**src/fvr_pkg.sv**
```systemverilog
package fvr_pkg;

	// index range and derived widths
	localparam int INDEX_BITS = 24;
	localparam int MAG_W      = INDEX_BITS + 1;
	localparam int ACC_W      = MAG_W + 4;
	localparam int OUT_W      = 24;
	localparam int CALC_W     = (MAG_W > OUT_W + 1) ? MAG_W : OUT_W + 1;
	localparam int FIELDS     = 3;

	localparam logic [MAG_W-1:0] MAG_LIMIT = MAG_W'(1) << INDEX_BITS;
	localparam logic [OUT_W-1:0] OUT_MASK  = '1;

	// token queue
	localparam int FIFO_DEPTH = 4;
	localparam int PTR_W      = $clog2(FIFO_DEPTH);
	localparam int CNT_W      = $clog2(FIFO_DEPTH + 1);

	// register file
	localparam int PADDR_W = 4;
	localparam int PDATA_W = 32;
	localparam logic [1:0] REG_VERTEX_COUNT  = 2'd0;
	localparam logic [1:0] REG_TEXTURE_COUNT = 2'd1;
	localparam logic [1:0] REG_NORMAL_COUNT  = 2'd2;

	// field numbers
	localparam logic [1:0] FLD_VERTEX = 2'd0;
	localparam logic [1:0] FLD_IGNORE = 2'd3;

	// characters
	localparam logic [7:0] CH_SPACE = 8'h20;
	localparam logic [7:0] CH_SLASH = 8'h2F;
	localparam logic [7:0] CH_PLUS  = 8'h2B;
	localparam logic [7:0] CH_MINUS = 8'h2D;
	localparam logic [7:0] CH_ZERO  = 8'h30;
	localparam logic [7:0] CH_NINE  = 8'h39;
	localparam logic [7:0] CH_TAB   = 8'h09;
	localparam logic [7:0] CH_CR    = 8'h0D;

	// per-field number scan phase
	typedef enum logic [2:0] {
		PH_SKIP = 3'b001,
		PH_NUM  = 3'b010,
		PH_DONE = 3'b100
	} phase_t;

	typedef struct packed {
		logic [7:0] ch;
		logic       line_end;
	} chr_t;

	typedef struct packed {
		logic [OUT_W-1:0] vertex_index;
		logic [OUT_W-1:0] texture_index;
		logic [OUT_W-1:0] normal_index;
		logic             texture_present;
		logic             normal_present;
		logic             out_of_range;
		logic             last_of_line;
	} ref_t;

	// closed token handed from front to back
	typedef struct packed {
		logic [FIELDS-1:0][MAG_W-1:0] mag;
		logic [FIELDS-1:0]            neg;
		logic                         sat;
		logic                         last;
	} tok_t;

	typedef struct packed {
		logic empty;
		logic full;
	} fifo_stat_t;

endpackage

```
**src/face_vertex_ref_parser.sv**
```systemverilog
// Face vertex reference parser.
// Channel chr (chr_valid/chr_ready/chr_data) takes one character of a face
// line per beat, with line_end marking the last character. A space or the
// line end closes a token; slashes split it into vertex/texture/normal fields.
// Channel ref (ref_valid/ref_ready/ref_data) gives one beat per token whose
// vertex field is nonzero: zero-based indices, present bits, range flag and
// whether the token ended the line.
// Throughput: one character per cycle while the token queue is not full; the
// character scanner does one multiply-by-ten accumulate per beat. A result is
// written to the queue by the beat that closed its token, then resolved by the
// subtract into the output register once that register is free.
// A four-entry token queue sits between scanner and resolver, so while ref is
// stalled characters are still taken until the queue fills; chr_ready then
// drops. The APB registers hold the vertex, texture and normal counts used for
// negative references; write them only while the block is idle.
// Reset clears the counts, the partial token, the queue and the output valid.
module face_vertex_ref_parser (
	input  logic                          clk,
	input  logic                          arst_n,
	input  logic                          chr_valid,
	output logic                          chr_ready,
	input  fvr_pkg::chr_t                 chr_data,
	output logic                          ref_valid,
	input  logic                          ref_ready,
	output fvr_pkg::ref_t                 ref_data,
	input  logic                          psel,
	input  logic                          penable,
	input  logic                          pwrite,
	input  logic [fvr_pkg::PADDR_W-1:0]   paddr,
	input  logic [fvr_pkg::PDATA_W-1:0]   pwdata,
	output logic [fvr_pkg::PDATA_W-1:0]   prdata,
	output logic                          pready
);
	import fvr_pkg::*;

	logic [FIELDS-1:0][OUT_W-1:0] cnt_q;
	fifo_stat_t                   stat;
	tok_t                         push_tok;
	tok_t                         head;
	logic                         push;
	logic                         pop;
	logic [1:0]                   reg_sel;

	assign pready  = 1'b1;
	assign reg_sel = paddr[3:2];

	// count registers
	always_ff @(posedge clk or negedge arst_n) begin
		if (!arst_n) begin
			cnt_q <= '0;
		end else if (psel && penable && pwrite) begin
			case (reg_sel)
				REG_VERTEX_COUNT:  cnt_q[0] <= pwdata[OUT_W-1:0];
				REG_TEXTURE_COUNT: cnt_q[1] <= pwdata[OUT_W-1:0];
				REG_NORMAL_COUNT:  cnt_q[2] <= pwdata[OUT_W-1:0];
				default: ;
			endcase
		end
	end

	// register readback
	always_comb begin
		case (reg_sel)
			REG_VERTEX_COUNT:  prdata = PDATA_W'(cnt_q[0]);
			REG_TEXTURE_COUNT: prdata = PDATA_W'(cnt_q[1]);
			REG_NORMAL_COUNT:  prdata = PDATA_W'(cnt_q[2]);
			default:           prdata = '0;
		endcase
	end

	fvr_front u_front (
		.clk       (clk),
		.arst_n    (arst_n),
		.chr_valid (chr_valid),
		.chr_ready (chr_ready),
		.chr_data  (chr_data),
		.stat      (stat),
		.push      (push),
		.tok       (push_tok)
	);

	fvr_fifo u_fifo (
		.clk      (clk),
		.arst_n   (arst_n),
		.push     (push),
		.push_tok (push_tok),
		.pop      (pop),
		.head     (head),
		.stat     (stat)
	);

	fvr_back u_back (
		.clk       (clk),
		.arst_n    (arst_n),
		.head      (head),
		.stat      (stat),
		.counts    (cnt_q),
		.pop       (pop),
		.ref_valid (ref_valid),
		.ref_ready (ref_ready),
		.ref_data  (ref_data)
	);

endmodule

```
**src/fvr_front.sv**
```systemverilog
module fvr_front (
	input  logic                 clk,
	input  logic                 arst_n,
	input  logic                 chr_valid,
	output logic                 chr_ready,
	input  fvr_pkg::chr_t        chr_data,
	input  fvr_pkg::fifo_stat_t  stat,
	output logic                 push,
	output fvr_pkg::tok_t        tok
);
	import fvr_pkg::*;

	logic [1:0]                   fn_q, fn_d;
	logic [FIELDS-1:0][MAG_W-1:0] val_q, val_d;
	logic [FIELDS-1:0]            neg_q, neg_d;
	phase_t                       ph_q [FIELDS];
	phase_t                       ph_d [FIELDS];
	logic                         sat_q, sat_d;
	logic                         close;
	logic                         accept;

	assign chr_ready = !stat.full;
	assign accept    = chr_valid && chr_ready;

	// character decode and field update
	always_comb begin
		logic             digit;
		logic             blank;
		logic             num;
		logic [ACC_W-1:0] acc;
		fn_d  = fn_q;
		val_d = val_q;
		neg_d = neg_q;
		sat_d = sat_q;
		for (int i = 0; i < FIELDS; i++) ph_d[i] = ph_q[i];
		digit = (chr_data.ch >= CH_ZERO) && (chr_data.ch <= CH_NINE);
		blank = chr_data.ch inside {CH_SPACE, [CH_TAB:CH_CR]};
		num   = 1'b0;
		acc   = '0;
		close = chr_data.line_end || (chr_data.ch == CH_SPACE);
		if (chr_data.ch == CH_SLASH) begin
			if (fn_q != FLD_IGNORE) fn_d = fn_q + 2'd1;
		end else if (chr_data.ch != CH_SPACE) begin
			for (int i = 0; i < FIELDS; i++) begin
				if (fn_q == 2'(i)) begin
					case (ph_q[i])
						PH_SKIP: begin
							if (chr_data.ch == CH_PLUS || chr_data.ch == CH_MINUS) begin
								neg_d[i] = (chr_data.ch == CH_MINUS);
								ph_d[i]  = PH_NUM;
							end else if (!blank) begin
								num = 1'b1;
							end
						end
						PH_NUM:  num = 1'b1;
						default: num = 1'b0;
					endcase
					if (num) begin
						if (!digit) begin
							ph_d[i] = PH_DONE;
						end else begin
							ph_d[i] = PH_NUM;
							// times ten plus digit
							acc = (ACC_W'(val_q[i]) << 3) + (ACC_W'(val_q[i]) << 1)
								+ ACC_W'(chr_data.ch[3:0]);
							if (acc > ACC_W'(MAG_LIMIT)) begin
								val_d[i] = MAG_LIMIT;
								sat_d    = 1'b1;
							end else begin
								val_d[i] = acc[MAG_W-1:0];
							end
						end
					end
				end
			end
		end
	end

	// hand a closed token with a vertex reference to the queue
	assign push     = accept && close && (val_d[FLD_VERTEX] != '0);
	assign tok.mag  = val_d;
	assign tok.neg  = neg_d;
	assign tok.sat  = sat_d;
	assign tok.last = chr_data.line_end;

	// token state
	always_ff @(posedge clk or negedge arst_n) begin
		if (!arst_n) begin
			fn_q  <= FLD_VERTEX;
			val_q <= '0;
			neg_q <= '0;
			sat_q <= 1'b0;
			for (int i = 0; i < FIELDS; i++) ph_q[i] <= PH_SKIP;
		end else if (accept) begin
			if (close) begin
				fn_q  <= FLD_VERTEX;
				val_q <= '0;
				neg_q <= '0;
				sat_q <= 1'b0;
				for (int i = 0; i < FIELDS; i++) ph_q[i] <= PH_SKIP;
			end else begin
				fn_q  <= fn_d;
				val_q <= val_d;
				neg_q <= neg_d;
				sat_q <= sat_d;
				for (int i = 0; i < FIELDS; i++) ph_q[i] <= ph_d[i];
			end
		end
	end

	// a closing beat always leaves a clean token
	a_close_clears: assert property (@(posedge clk) disable iff (!arst_n)
		(accept && close) |=> (fn_q == FLD_VERTEX && val_q == '0 && !sat_q))
		else $error("token state not cleared after close");

endmodule

```
**src/fvr_fifo.sv**
```systemverilog
module fvr_fifo (
	input  logic                 clk,
	input  logic                 arst_n,
	input  logic                 push,
	input  fvr_pkg::tok_t        push_tok,
	input  logic                 pop,
	output fvr_pkg::tok_t        head,
	output fvr_pkg::fifo_stat_t  stat
);
	import fvr_pkg::*;

	tok_t             mem_q [FIFO_DEPTH];
	logic [PTR_W-1:0] wr_q, rd_q;
	logic [CNT_W-1:0] cnt_q;

	assign stat.empty = (cnt_q == '0);
	assign stat.full  = (cnt_q == CNT_W'(FIFO_DEPTH));
	assign head       = mem_q[rd_q];

	// entry storage
	always_ff @(posedge clk) begin
		if (push) mem_q[wr_q] <= push_tok;
	end

	// pointers and fill count
	always_ff @(posedge clk or negedge arst_n) begin
		if (!arst_n) begin
			wr_q  <= '0;
			rd_q  <= '0;
			cnt_q <= '0;
		end else begin
			if (push) wr_q <= (wr_q == PTR_W'(FIFO_DEPTH - 1)) ? '0 : wr_q + PTR_W'(1);
			if (pop)  rd_q <= (rd_q == PTR_W'(FIFO_DEPTH - 1)) ? '0 : rd_q + PTR_W'(1);
			cnt_q <= cnt_q + CNT_W'(push) - CNT_W'(pop);
		end
	end

	a_no_overflow: assert property (@(posedge clk) disable iff (!arst_n)
		push |-> !stat.full)
		else $error("push into full token queue");

	a_no_underflow: assert property (@(posedge clk) disable iff (!arst_n)
		pop |-> !stat.empty)
		else $error("pop from empty token queue");

	a_count_bound: assert property (@(posedge clk) disable iff (!arst_n)
		cnt_q <= CNT_W'(FIFO_DEPTH))
		else $error("token queue count out of range");

endmodule

```
**src/fvr_back.sv**
```systemverilog
module fvr_back (
	input  logic                                          clk,
	input  logic                                          arst_n,
	input  fvr_pkg::tok_t                                 head,
	input  fvr_pkg::fifo_stat_t                           stat,
	input  logic [fvr_pkg::FIELDS-1:0][fvr_pkg::OUT_W-1:0] counts,
	output logic                                          pop,
	output logic                                          ref_valid,
	input  logic                                          ref_ready,
	output fvr_pkg::ref_t                                 ref_data
);
	import fvr_pkg::*;

	logic                         valid_q;
	ref_t                         ref_q;
	logic [FIELDS-1:0][OUT_W-1:0] idx;
	logic                         bad;
	ref_t                         res;

	assign pop       = !stat.empty && (!valid_q || ref_ready);
	assign ref_valid = valid_q;
	assign ref_data  = ref_q;

	// absolute / relative index resolution, one subtract per field
	always_comb begin
		logic [CALC_W-1:0] m;
		logic [CALC_W-1:0] c;
		logic [CALC_W-1:0] r;
		bad = head.sat;
		for (int i = 0; i < FIELDS; i++) begin
			m = CALC_W'(head.mag[i]);
			c = CALC_W'(counts[i]);
			r = '0;
			if (m != '0) begin
				if (head.neg[i]) begin
					if (m > c) bad = 1'b1;
					else       r   = c - m;
				end else begin
					r = m - CALC_W'(1);
				end
				if (r > CALC_W'(OUT_MASK)) begin
					bad = 1'b1;
					r   = CALC_W'(OUT_MASK);
				end
			end
			idx[i] = r[OUT_W-1:0];
		end
		res.vertex_index    = idx[0];
		res.texture_index   = idx[1];
		res.normal_index    = idx[2];
		res.texture_present = (head.mag[1] != '0);
		res.normal_present  = (head.mag[2] != '0);
		res.out_of_range    = bad;
		res.last_of_line    = head.last;
	end

	// output register
	always_ff @(posedge clk) begin
		if (pop) ref_q <= res;
	end

	always_ff @(posedge clk or negedge arst_n) begin
		if (!arst_n) begin
			valid_q <= 1'b0;
		end else if (pop) begin
			valid_q <= 1'b1;
		end else if (ref_ready) begin
			valid_q <= 1'b0;
		end
	end

endmodule
```
**config.mk**
```make
export PLATFORM = sky130hd
export DESIGN_NAME = face_vertex_ref_parser
export DESIGN_NICKNAME = d
export VERILOG_FILES = /design/src/fvr_pkg.sv /design/src/face_vertex_ref_parser.sv /design/src/fvr_front.sv /design/src/fvr_fifo.sv /design/src/fvr_back.sv
export SDC_FILE = /design/constraint.sdc
export NUM_CORES = 1
export LEC_CHECK = 0
export BUFFER_PORTS_ARGS = -buffer_cell sky130_fd_sc_hd__buf_4
export CORE_AREA = 2 2 244 246
export DETAILED_ROUTE_END_ITERATION = 10
export DIE_AREA = 0 0 246 248
export PLACE_DENSITY = 0.77
export SYNTH_ARGS = -nofsm -noshare
export SYNTH_HDL_FRONTEND = slang
export SYNTH_SLANG_ARGS = --single-unit
```
**constraint.sdc**
```tcl
create_clock -name clk -period 19.3 [get_ports clk]
set_input_delay 0.965 -clock clk [delete_from_list [all_inputs] [get_ports clk]]
set_output_delay 0.965 -clock clk [all_outputs]
set_load 0.02 [all_outputs]
```
==> Yosys cells after proc, flatten, opt, wreduce, memory -nomap -nowiden <==
Memories as Yosys holds them, arrays and structs flattened.
Cells that the tools add are included.
{ "word_totals": {"memories": 1, "elab_cells": 226, "output_inout_bits": 111, "ff_bits": 246, "ramBits": 320} }
{ "memory_table": {"columns": ["memory", "depth", "word_bits", "read_ports", "rd_clocked_by_memory_dff", "write_ports", "line", "text"], "rows": [
  ["u_fifo.mem_q", 4, 80, 1, 0, 1, "fvr_fifo.sv:12", "tok_t mem_q [FIFO_DEPTH];"]
]} }
{ "classes": {"add_sub_neg": 17, "order_cmp": 13, "reduce_logical": 42, "eq_ne": 20, "n_mux": 110} }
{ "op_table": {"columns": ["operator", "count"], "rows": [
  ["25-bit two-way mux", 21],
  ["75-bit two-way mux", 3],
  ["25-bit nonzero test", 4],
  ["28-bit by 26-bit adder with 29-bit output", 3],
  ["29-bit by 4-bit adder with 29-bit output", 3],
  ["29-bit by 25-bit > comparator with 1-bit output (second input constant)", 3],
  ["25-bit by 24-bit > comparator with 1-bit output", 3],
  ["25-bit by 24-bit > comparator with 1-bit output (second input constant)", 3],
  ["24-bit by 25-bit subtractor with 25-bit output", 3],
  ["25-bit by 1-bit subtractor with 25-bit output (second input constant)", 3],
  ["24-bit two-way mux", 3],
  ["24-bit one-hot mux with 3 select lines", 1],
  ["1-bit two-way mux", 57],
  ["3-bit two-way mux", 14],
  ["8-bit by 6-bit equality test with 1-bit output (second input constant)", 4],
  ["9-bit two-way mux", 3],
  ["6-bit AND reduction", 3],
  ["3-bit nonzero test", 6],
  ["2-bit nonzero test", 8],
  ["2-bit two-way mux", 5],
  ["3-bit by 1-bit equality test with 1-bit output (second input constant)", 3],
  ["3-bit by 2-bit equality test with 1-bit output (second input constant)", 3],
  ["2-bit equality test (second input constant)", 4],
  ["8-bit by 4-bit >= comparator with 1-bit output (second input constant)", 1],
  ["19 further kinds", 38]
]} }

==> Logic depth before layout (Yosys ltp) <==
Gate-level depths: netlist (run 1).
{ "depth": {"word_depth": 31, "depth_mapped": 22, "ltp_nobuf": 22} }

==> By module <==
A second synthesis (run 1) with hierarchy kept.
{ "unflattened": {"cells_unflattened": 3027, "hier_area_um2": 34622.0} }
{ "by_module_without_submodules": {"columns": ["module", "area_per_inst_um2", "seq_area_each_um2", "cells_per_inst", "n_inst"], "rows": [
  ["fvr_fifo", 12031.5, 9784.4, 454, 1],
  ["fvr_front", 10433.8, 2255.9, 1215, 1],
  ["fvr_back", 8793.4, 2307.2, 1110, 1],
  ["face_vertex_ref_parser", 3363.2, 1801.7, 248, 1]
]} }

==> Least setup slack after synthesis (run 1) <==
OpenSTA, ideal clock, no wires.
{ "synth_timing": {"path_type": "input to register", "startpoint": "input chr_data[4] (netlist bit)", "endpoint": "memory u_fifo.mem_q[0][0] (netlist bit), enable pin", "stages": 15, "arrival_time_ns": 6.412, "path_slack_ns": 12.441, "required_ns": 18.853, "setup_time_ns": 0.447, "cell_sequence": "inv_1 fa_1 inv_1 fa_1 a21oi_1 o22ai_1 o31a_1 a221oi_4 xor2_1 nand3b_1 or3_1 o41a_1 o41a_1 a31oi_4 and2_1"} }
{ "synth_via": {"elab_chain_cells": 17} }
{ "synth_lines": {"columns": ["item", "line", "text"], "rows": [
  ["start, declared", "face_vertex_ref_parser.sv:22", "input fvr_pkg::chr_t chr_data,"],
  ["branches (longest 14 deep; another with 29-bit by 4-bit adder with 29-bit output)", null, null],
  ["1-bit logical AND (*)", "fvr_front.sv:80", "assign push = accept && close && (val_d[FLD_VERTEX] != '0);"],
  ["1-bit two-way mux (*)", "fvr_fifo.sv:22", "if (push) mem_q[wr_q] <= push_tok;"],
  ["1-bit two-way mux (implied by the code) (*)", "fvr_fifo.sv:22", null],
  ["end, declared", "fvr_fifo.sv:12", null]
]} }
Every way passes the cells marked *. The select of a mux whose other input is x is not followed.

==> Worst setup path in the final report (run 1) <==
{ "layout_timing": {"startpoint": "input chr_data[4] (netlist bit)", "endpoint": "memory u_fifo.mem_q[3][42] (netlist bit), enable pin"} }
Same word-level chain as after synthesis.

==> flow_metrics.tcl, run 1 <==
set metrics [dict create \
    synth_edf_count 396 \
    vdd_drop_max_mv 0.101 \
    crit_family "compound AO/OA/AOI/OAI gates" \
    setup_viol 0 \
    port-buffer-count 143 \
    critPathRequiredTime_ns 19.52 \
    path_clk_slew_ns 0.06 \
    coreArea_mm2 0.0585 \
    post_cts_buffers 0 \
    synth_top_area_share_pct 35.0 \
    cts_root_buffer "clkbuf_16" \
    worst-path-buf-inv 4 \
    ys_seq_area_share_pct 47.5 \
    ys_ff_latch 566 \
    dpl.cell_count 3812 \
    layout-drive-gt1-share_pct 15.4 \
    fmax_mhz 152 \
    critPathMaxStageDelay_ns 0.76 \
    place.gp.congestion 0.946 \
    period_share_pct 34.0 \
    io_pins 163 \
    top_usage_layer "met2" \
    vias 25359 \
    synthArstFlopShare_pct 30.0 \
    drtAntennaViolNets 0 \
    finalCriticalPeriod_ns 6.56 \
    die_area_mm2 0.0610 \
    wire_per_inst_um 22.7 \
    syn_area_mm2 0.0340 \
    met3_usage_pct 4.00 \
    post-route-drc-count 0 \
    grt_pass1_wl_um 137000 \
    synthToLayoutAreaGrowth_pct 10.3 \
    layout_common_cells "edfxtp_1, nand2_1, ha_1, o21ai_0, a21oi_1" \
    leakagePower_nw 15.3 \
    antenna_found_initial 0 \
    groute.usage.overall_pct 28.8 \
    syn_inst 3000 \
    synth.area.top_cells "edfxtp_1, dfrtp_1, ha_1" \
    drv_slew 0 \
    cts_buffers 54 \
    path_max_fanout 60 \
    crit_type "in2reg" \
    synth_flop_cell "edfxtp_1" \
    clockBufferDepth 3 \
    cts.repair.resized 0 \
    tns_ns 0 \
    antennaDiodeCount 0 \
    grt_pass1_vias 24375 \
    met1_usage_pct 41.0 \
    worstMarginPinSlew_ns 1.22 \
    clock_skew_ns 0.0210 \
    hpwl_um 63500 \
    die_w_um 246 \
    setup_ws_ns 12.74 \
    min_path_type "in2async" \
    worstSkewPairLatency_ns 0.61 \
    grt_overflow 0 \
    die_h_um 248 \
    path_depth 17 \
    slew_headroom_pct 18.5 \
    synth_warnings 0 \
    r2r_slack_ns 12.93 \
    reg2reg_depth 16 \
    layout_commonest_cell "edfxtp_1" \
    synth_area_leader_cell "edfxtp_1" \
    cts_hold_buf 0 \
    rsz0062_at_grt "no" \
    fin_nets 3390 \
    ys_types 108 \
    post-place-ws_ns 12.15 \
    grt.met2_usage_pct 45.4 \
    first_pass_iters 6 \
    initial_utilization_pct 58.2 \
    critical_path.cell_chain "buf_4 > inv_1 > fa_1 > inv_1 > fa_1 > a21oi_1 > o22ai_1 > o31a_1 > xnor2_1 > nand3_1 > a2111oi_1 > nand3_1 > o41a_1 > o41a_1 > a31oi_4 > and2_4 > buf_4" \
    avgSynthCellArea_um2 11.3 \
    via_per_inst 6.48 \
    cts_tree "done" \
    max-cap-violations 0 \
    clkSinkCount 566 \
    p_per_area_mw_per_mm2 128 \
    worst-endpoint-arrival_ns 6.78 \
    first_iter_violations 2560 \
    slowest_stage "buf_4" \
    grt_max_degree 102 \
    endpoint_kind "flip-flop" \
    final_cells 3913 \
    hold_viol 0 \
    cts_max_level 2 \
    rows 89 \
    critPathLaunchType "primary input" \
    routed_wl_um 88700 \
    status "completed" \
]
## worst paths after layout
check | from | endpoint
hold reg to reg | u_front.ph_q[8] | u_front.ph_q[8]
setup reg to reg | u_front.val_q[0] | u_fifo.mem_q[3][42]
setup / recovery | chr_data[4] | u_fifo.mem_q[3][42]
max in group asynchronous | arst_n | cnt_q[69]
hold / removal | arst_n | cnt_q[68]
min in group clk | u_front.ph_q[8] | u_front.ph_q[8]
## through the flow
stage	power [mW]	area [um^2]	util, %	hold WS (ns)
global route	5.04	37500	64.1	0.538
finish	4.80	37500	64.1	0.457
detailed placement	3.68	35600	61.0	0.516
CTS	4.78	37500	64.1	0.496
global placement	3.64	35600	61.0	0.481
floorplan	3.09	34000	-	0.458
## report_power, final
group          switching (mW)  internal (mW)
Clock                   0.473          0.620
Sequential              0.129           1.51
Combinational            1.23          0.837
Total                    1.83           2.96
## cell families (layout without fill, tap and decap cells)
kind of cell / Yosys count / count (layout) / share of synthesized area [%]
simple gates: 745 / 745 / 10.9
mux: 187 / 187 / 8.64
buf+inv: 279 / 412 / 3.50
xor+xnor: 164 / 164 / 4.22
fa+ha+maj: 243 / 243 / 9.16
compound gates: 814 / 814 / 16.1
flops: 566 / 566 / 47.5
other cells: 2 / 9 / 0.0221
## sequential cells by signal (all words and copies together), names as in the netlist, 3 cells and up
name and flops:
cnt_q 72, u_back.ref_data 76, u_fifo.cnt_q 3, u_fifo.mem_q 320
u_front.neg_q 3, u_front.ph_q 9, u_front.val_q 75
## routing by layer
metal / vias up / part of all wire (%)
li1: 11592 / -
met1: 12427 / 42
met2: 1176 / 46
met3: 164 / 8.5
met4: 0 / 3.4
met5: - / 0
## area by class of cell
class                           count  area, um^2
Clock buffer                       71        1570
Clock inverter                     30         280
Fill cell                        4354       21000
Inverter                          145         544
Multi-Input combinational cell   2162       16700
Sequential cell                   566       16200
Tap cell                          773         967
Timing Repair Buffer              166        1250
## cell usage after synthesis (all sizes together), types with 15 or more instances
| master | number |
|---|---|
| edfxtp | 396 |
| nand2 | 300 |
| ha | 233 |
| o21ai | 224 |
| a21oi | 184 |
| dfrtp | 167 |
| inv | 145 |
| xnor2 | 121 |
| nor2 | 119 |
| clkbuf | 85 |
| mux4 | 77 |
| mux2 | 76 |
| nand3 | 60 |
| a21o | 59 |
| buf | 49 |
| nor3 | 46 |
| xor2 | 43 |
| o31ai | 36 |
| a22o | 35 |
| mux2i | 34 |
| nor4 | 34 |
| nand2b | 31 |
| a31oi | 28 |
| and2 | 27 |
| nand4 | 26 |
| o21a | 26 |
| o41ai | 24 |
| a22oi | 23 |
| nor2b | 21 |
| or3 | 18 |
| a211oi | 16 |
| a21boi | 15 |
Note: power is estimated with default switching activity, not from simulation.
==> run 2, diff against run 1 <==
--- a/config.mk
+++ b/config.mk
@@ -6,10 +6,10 @@
 export NUM_CORES = 1
 export LEC_CHECK = 0
 export BUFFER_PORTS_ARGS = -buffer_cell sky130_fd_sc_hd__buf_4
-export CORE_AREA = 2 2 244 246
+export CORE_AREA = 2 2 248 250
 export DETAILED_ROUTE_END_ITERATION = 10
-export DIE_AREA = 0 0 246 248
-export PLACE_DENSITY = 0.77
+export DIE_AREA = 0 0 250 252
+export PLACE_DENSITY = 0.78
 export SYNTH_ARGS = -nofsm -noshare
 export SYNTH_HDL_FRONTEND = slang
 export SYNTH_SLANG_ARGS = --single-unit
==> constraint.sdc (replaced) <==
create_clock -name clk -period 5.3 [get_ports clk]
set_input_delay 0.265 -clock clk [delete_from_list [all_inputs] [get_ports clk]]
set_output_delay 0.265 -clock clk [all_outputs]
set_load 0.02 [all_outputs]
==> run 2 against run 1 <==
Clock power rose to 3.8 times the previous value. Sequential power rose to 3.6 times the previous value. Global-route usage rose by 0.69 points. Design area rose by 4.8%. Cell count rose by 4.9%. Routed wire length rose by 6.2%. Critical path type is now reg2reg. Total power rose to 3.7 times the previous value. Hold slack got worse by 0.39 ns. Critical path depth rose by 5.
==> flow_metrics.tcl, run 2 (same netlist as run 1, synthesis figures left out) <==
set metrics [dict create \
    fmax_mhz 191 \
    die_area_mm2 0.0630 \
    clock_skew_ns 0.0247 \
    antennaDiodeCount 0 \
    port-buffer-count 143 \
    finalCriticalPeriod_ns 5.25 \
    worstMarginPinSlew_ns 1.19 \
    cts_tree "done" \
    clockBufferDepth 3 \
    r2r_slack_ns 0.05 \
    layout-drive-gt1-share_pct 19.8 \
    regToRegEndpoint "u_fifo.cnt_q[2]" \
    switchingPower_mw 6.82 \
    coreArea_mm2 0.0601 \
    p_comb_share_pct 43.8 \
    rsz0062_at_grt "yes" \
    clkSinkCount 566 \
    slew_headroom_pct 20.3 \
    dpl.cell_count 3956 \
    groute.usage.overall_pct 29.5 \
    crit_type "reg2reg" \
    min_path_type "in2reg" \
    first_pass_iters 6 \
    swShare_pct 38.1 \
    grt_overflow 0 \
    critPathLaunchType "flip-flop" \
    worstSkewPairLatency_ns 0.63 \
    seqCellArea_mm2 0.0162 \
    vias 26344 \
    setup_ws_ns 0.0508 \
    die_h_um 252 \
    grt_pass1_vias 25844 \
    largest_reg_flops 320 \
    final_cells 4104 \
    drtAntennaViolNets 0 \
    hpwl_um 67200 \
    place_area_mm2 0.0368 \
    p_per_area_mw_per_mm2 456 \
    hold_viol 0 \
    period_share_pct 99.0 \
    fin_area_mm2 0.0393 \
    via_per_inst 6.42 \
    fillerInstances 4312 \
    synthToLayoutAreaGrowth_pct 15.6 \
    fin_nets 3571 \
    grt_max_degree 79 \
    worst-endpoint-arrival_ns 5.75 \
    initial_utilization_pct 56.5 \
    post-place-ws_ns -0.290 \
    multi_input_area_mm2 0.0169 \
    place.gp.congestion 0.955 \
    crit_start "u_front.val_q[0]" \
    layout_commonest_cell "edfxtp_1" \
    reg2reg_depth 22 \
    io_pins 163 \
    layout_common_cells "edfxtp_1, buf_4, nand2_1, ha_1, o21ai_0" \
    power.share.clock_pct 23.1 \
    status "completed" \
    cts_root_buffer "clkbuf_16" \
    crit_end "u_fifo.cnt_q[2]" \
    post-route-drc-count 0 \
    sequentialPowerShare_pct 33.2 \
    path_clk_slew_ns 0.07 \
    wire_per_inst_um 23.0 \
    grt_pass1_wl_um 146000 \
    p_int_mw 11.1 \
    max-cap-violations 0 \
    endpoint_kind "flip-flop" \
    routed_wl_um 94200 \
    first_iter_violations 2595 \
    antenna_found_initial 0 \
    cts_buffers 55 \
    leakagePower_nw 16.3 \
    top_register "u_fifo.mem_q" \
    drv_slew 0 \
    die_w_um 250 \
    path_max_fanout 4 \
    rows 90 \
    r2r-start "u_front.val_q[0]" \
    vdd_drop_max_mv 0.273 \
    cts_max_level 2 \
    critPathRequiredTime_ns 5.80 \
    setup_viol 0 \
]
[run 2: changes by cell type in the layout (fill, tap and decap cells not counted), sizes merged]
cell	delta
clkbuf	-8
bufinv	+5
inv	-3
dlygate4sd3	+27
buf	+153
clkinv	+8
[run 2: layer usage]
layer | global-route usage, % | routed length [um] | vias up
met3 | 3.63 | 7050 | 162
li1 | - | - | 11965
met1 | 40.4 | 39200 | 13013
met5 | 0 | 0 | -
met4 | 9.63 | 3140 | 0
met2 | 49.0 | 44900 | 1204
[run 2: cell type report]
type,count,area share (%)
Timing Repair Buffer,346,7.24
Sequential cell,566,41.1
Clock buffer,63,3.63
Tap cell,782,2.49
Clock inverter,40,1.22
Multi-Input combinational cell,2162,42.9
Inverter,145,1.39
[run 2: critical path, cell delays in order, from the launching register on]
cell,delay (ns)
dfrtp_1,0.37
inv_2,0.05
fa_1,0.52
inv_2,0.05
fa_2,0.35
a21oi_2,0.15
o22ai_1,0.08
o31a_1,0.34
a221oi_4,0.31
xor2_1,0.23
nand3b_1,0.13
or3_1,0.37
o41a_1,0.49
o41a_1,0.40
a31oi_4,0.20
inv_2,0.07
ha_4,0.21
inv_2,0.06
ha_4,0.11
inv_2,0.03
fa_2,0.34
xnor2_2,0.14
xnor2_1,0.12
[run 2: how the worst min path moves through the flow]
stage | start | end | slack, ns | cells after the start
finish | chr_data[1] | u_front.val_q[25] | 0.07 | 2
CTS | chr_data[1] | u_front.val_q[25] | 0.05 | 2
global route | chr_data[1] | u_front.val_q[25] | 0.05 | 2
floorplan | arst_n | cnt_q[0] | -0.03 | 0
global placement | arst_n | cnt_q[33] | 0.33 | 1
detailed placement | arst_n | cnt_q[33] | 0.34 | 1
[run 2: per-stage QoR]
step                util (%)  hold slack (ns)  TNS [ns]  power, mW
finish                  65.3           0.0652         0       17.9
global route            65.3           0.0514    -0.242       18.7
CTS                     65.0           0.0454   -0.0780       17.8
detailed placement      61.2            0.337    -0.431       13.6
global placement        61.2            0.331    -0.381       13.4
floorplan                  -          -0.0306    -17.93       11.2
[run 2: power by group through the flow]
stage               Clock [mW]  Sequential, mW  Combinational (mW)
floorplan                    0            6.15                5.05
global route              4.33            5.97                8.44
finish                    4.13            5.94                7.84
detailed placement           0            6.03                7.54
global placement             0            6.02                7.36
CTS                       4.16            5.96                7.64
[run 2: what timing repair did]
action,in CTS,in global routing
gates resized for setup,13,19
endpoints found under the hold margin,150,0
setup buffers,5,13
endpoints found under the setup margin,2,222
pin swaps,18,14
hold buffers,27,0
cloned,0,0
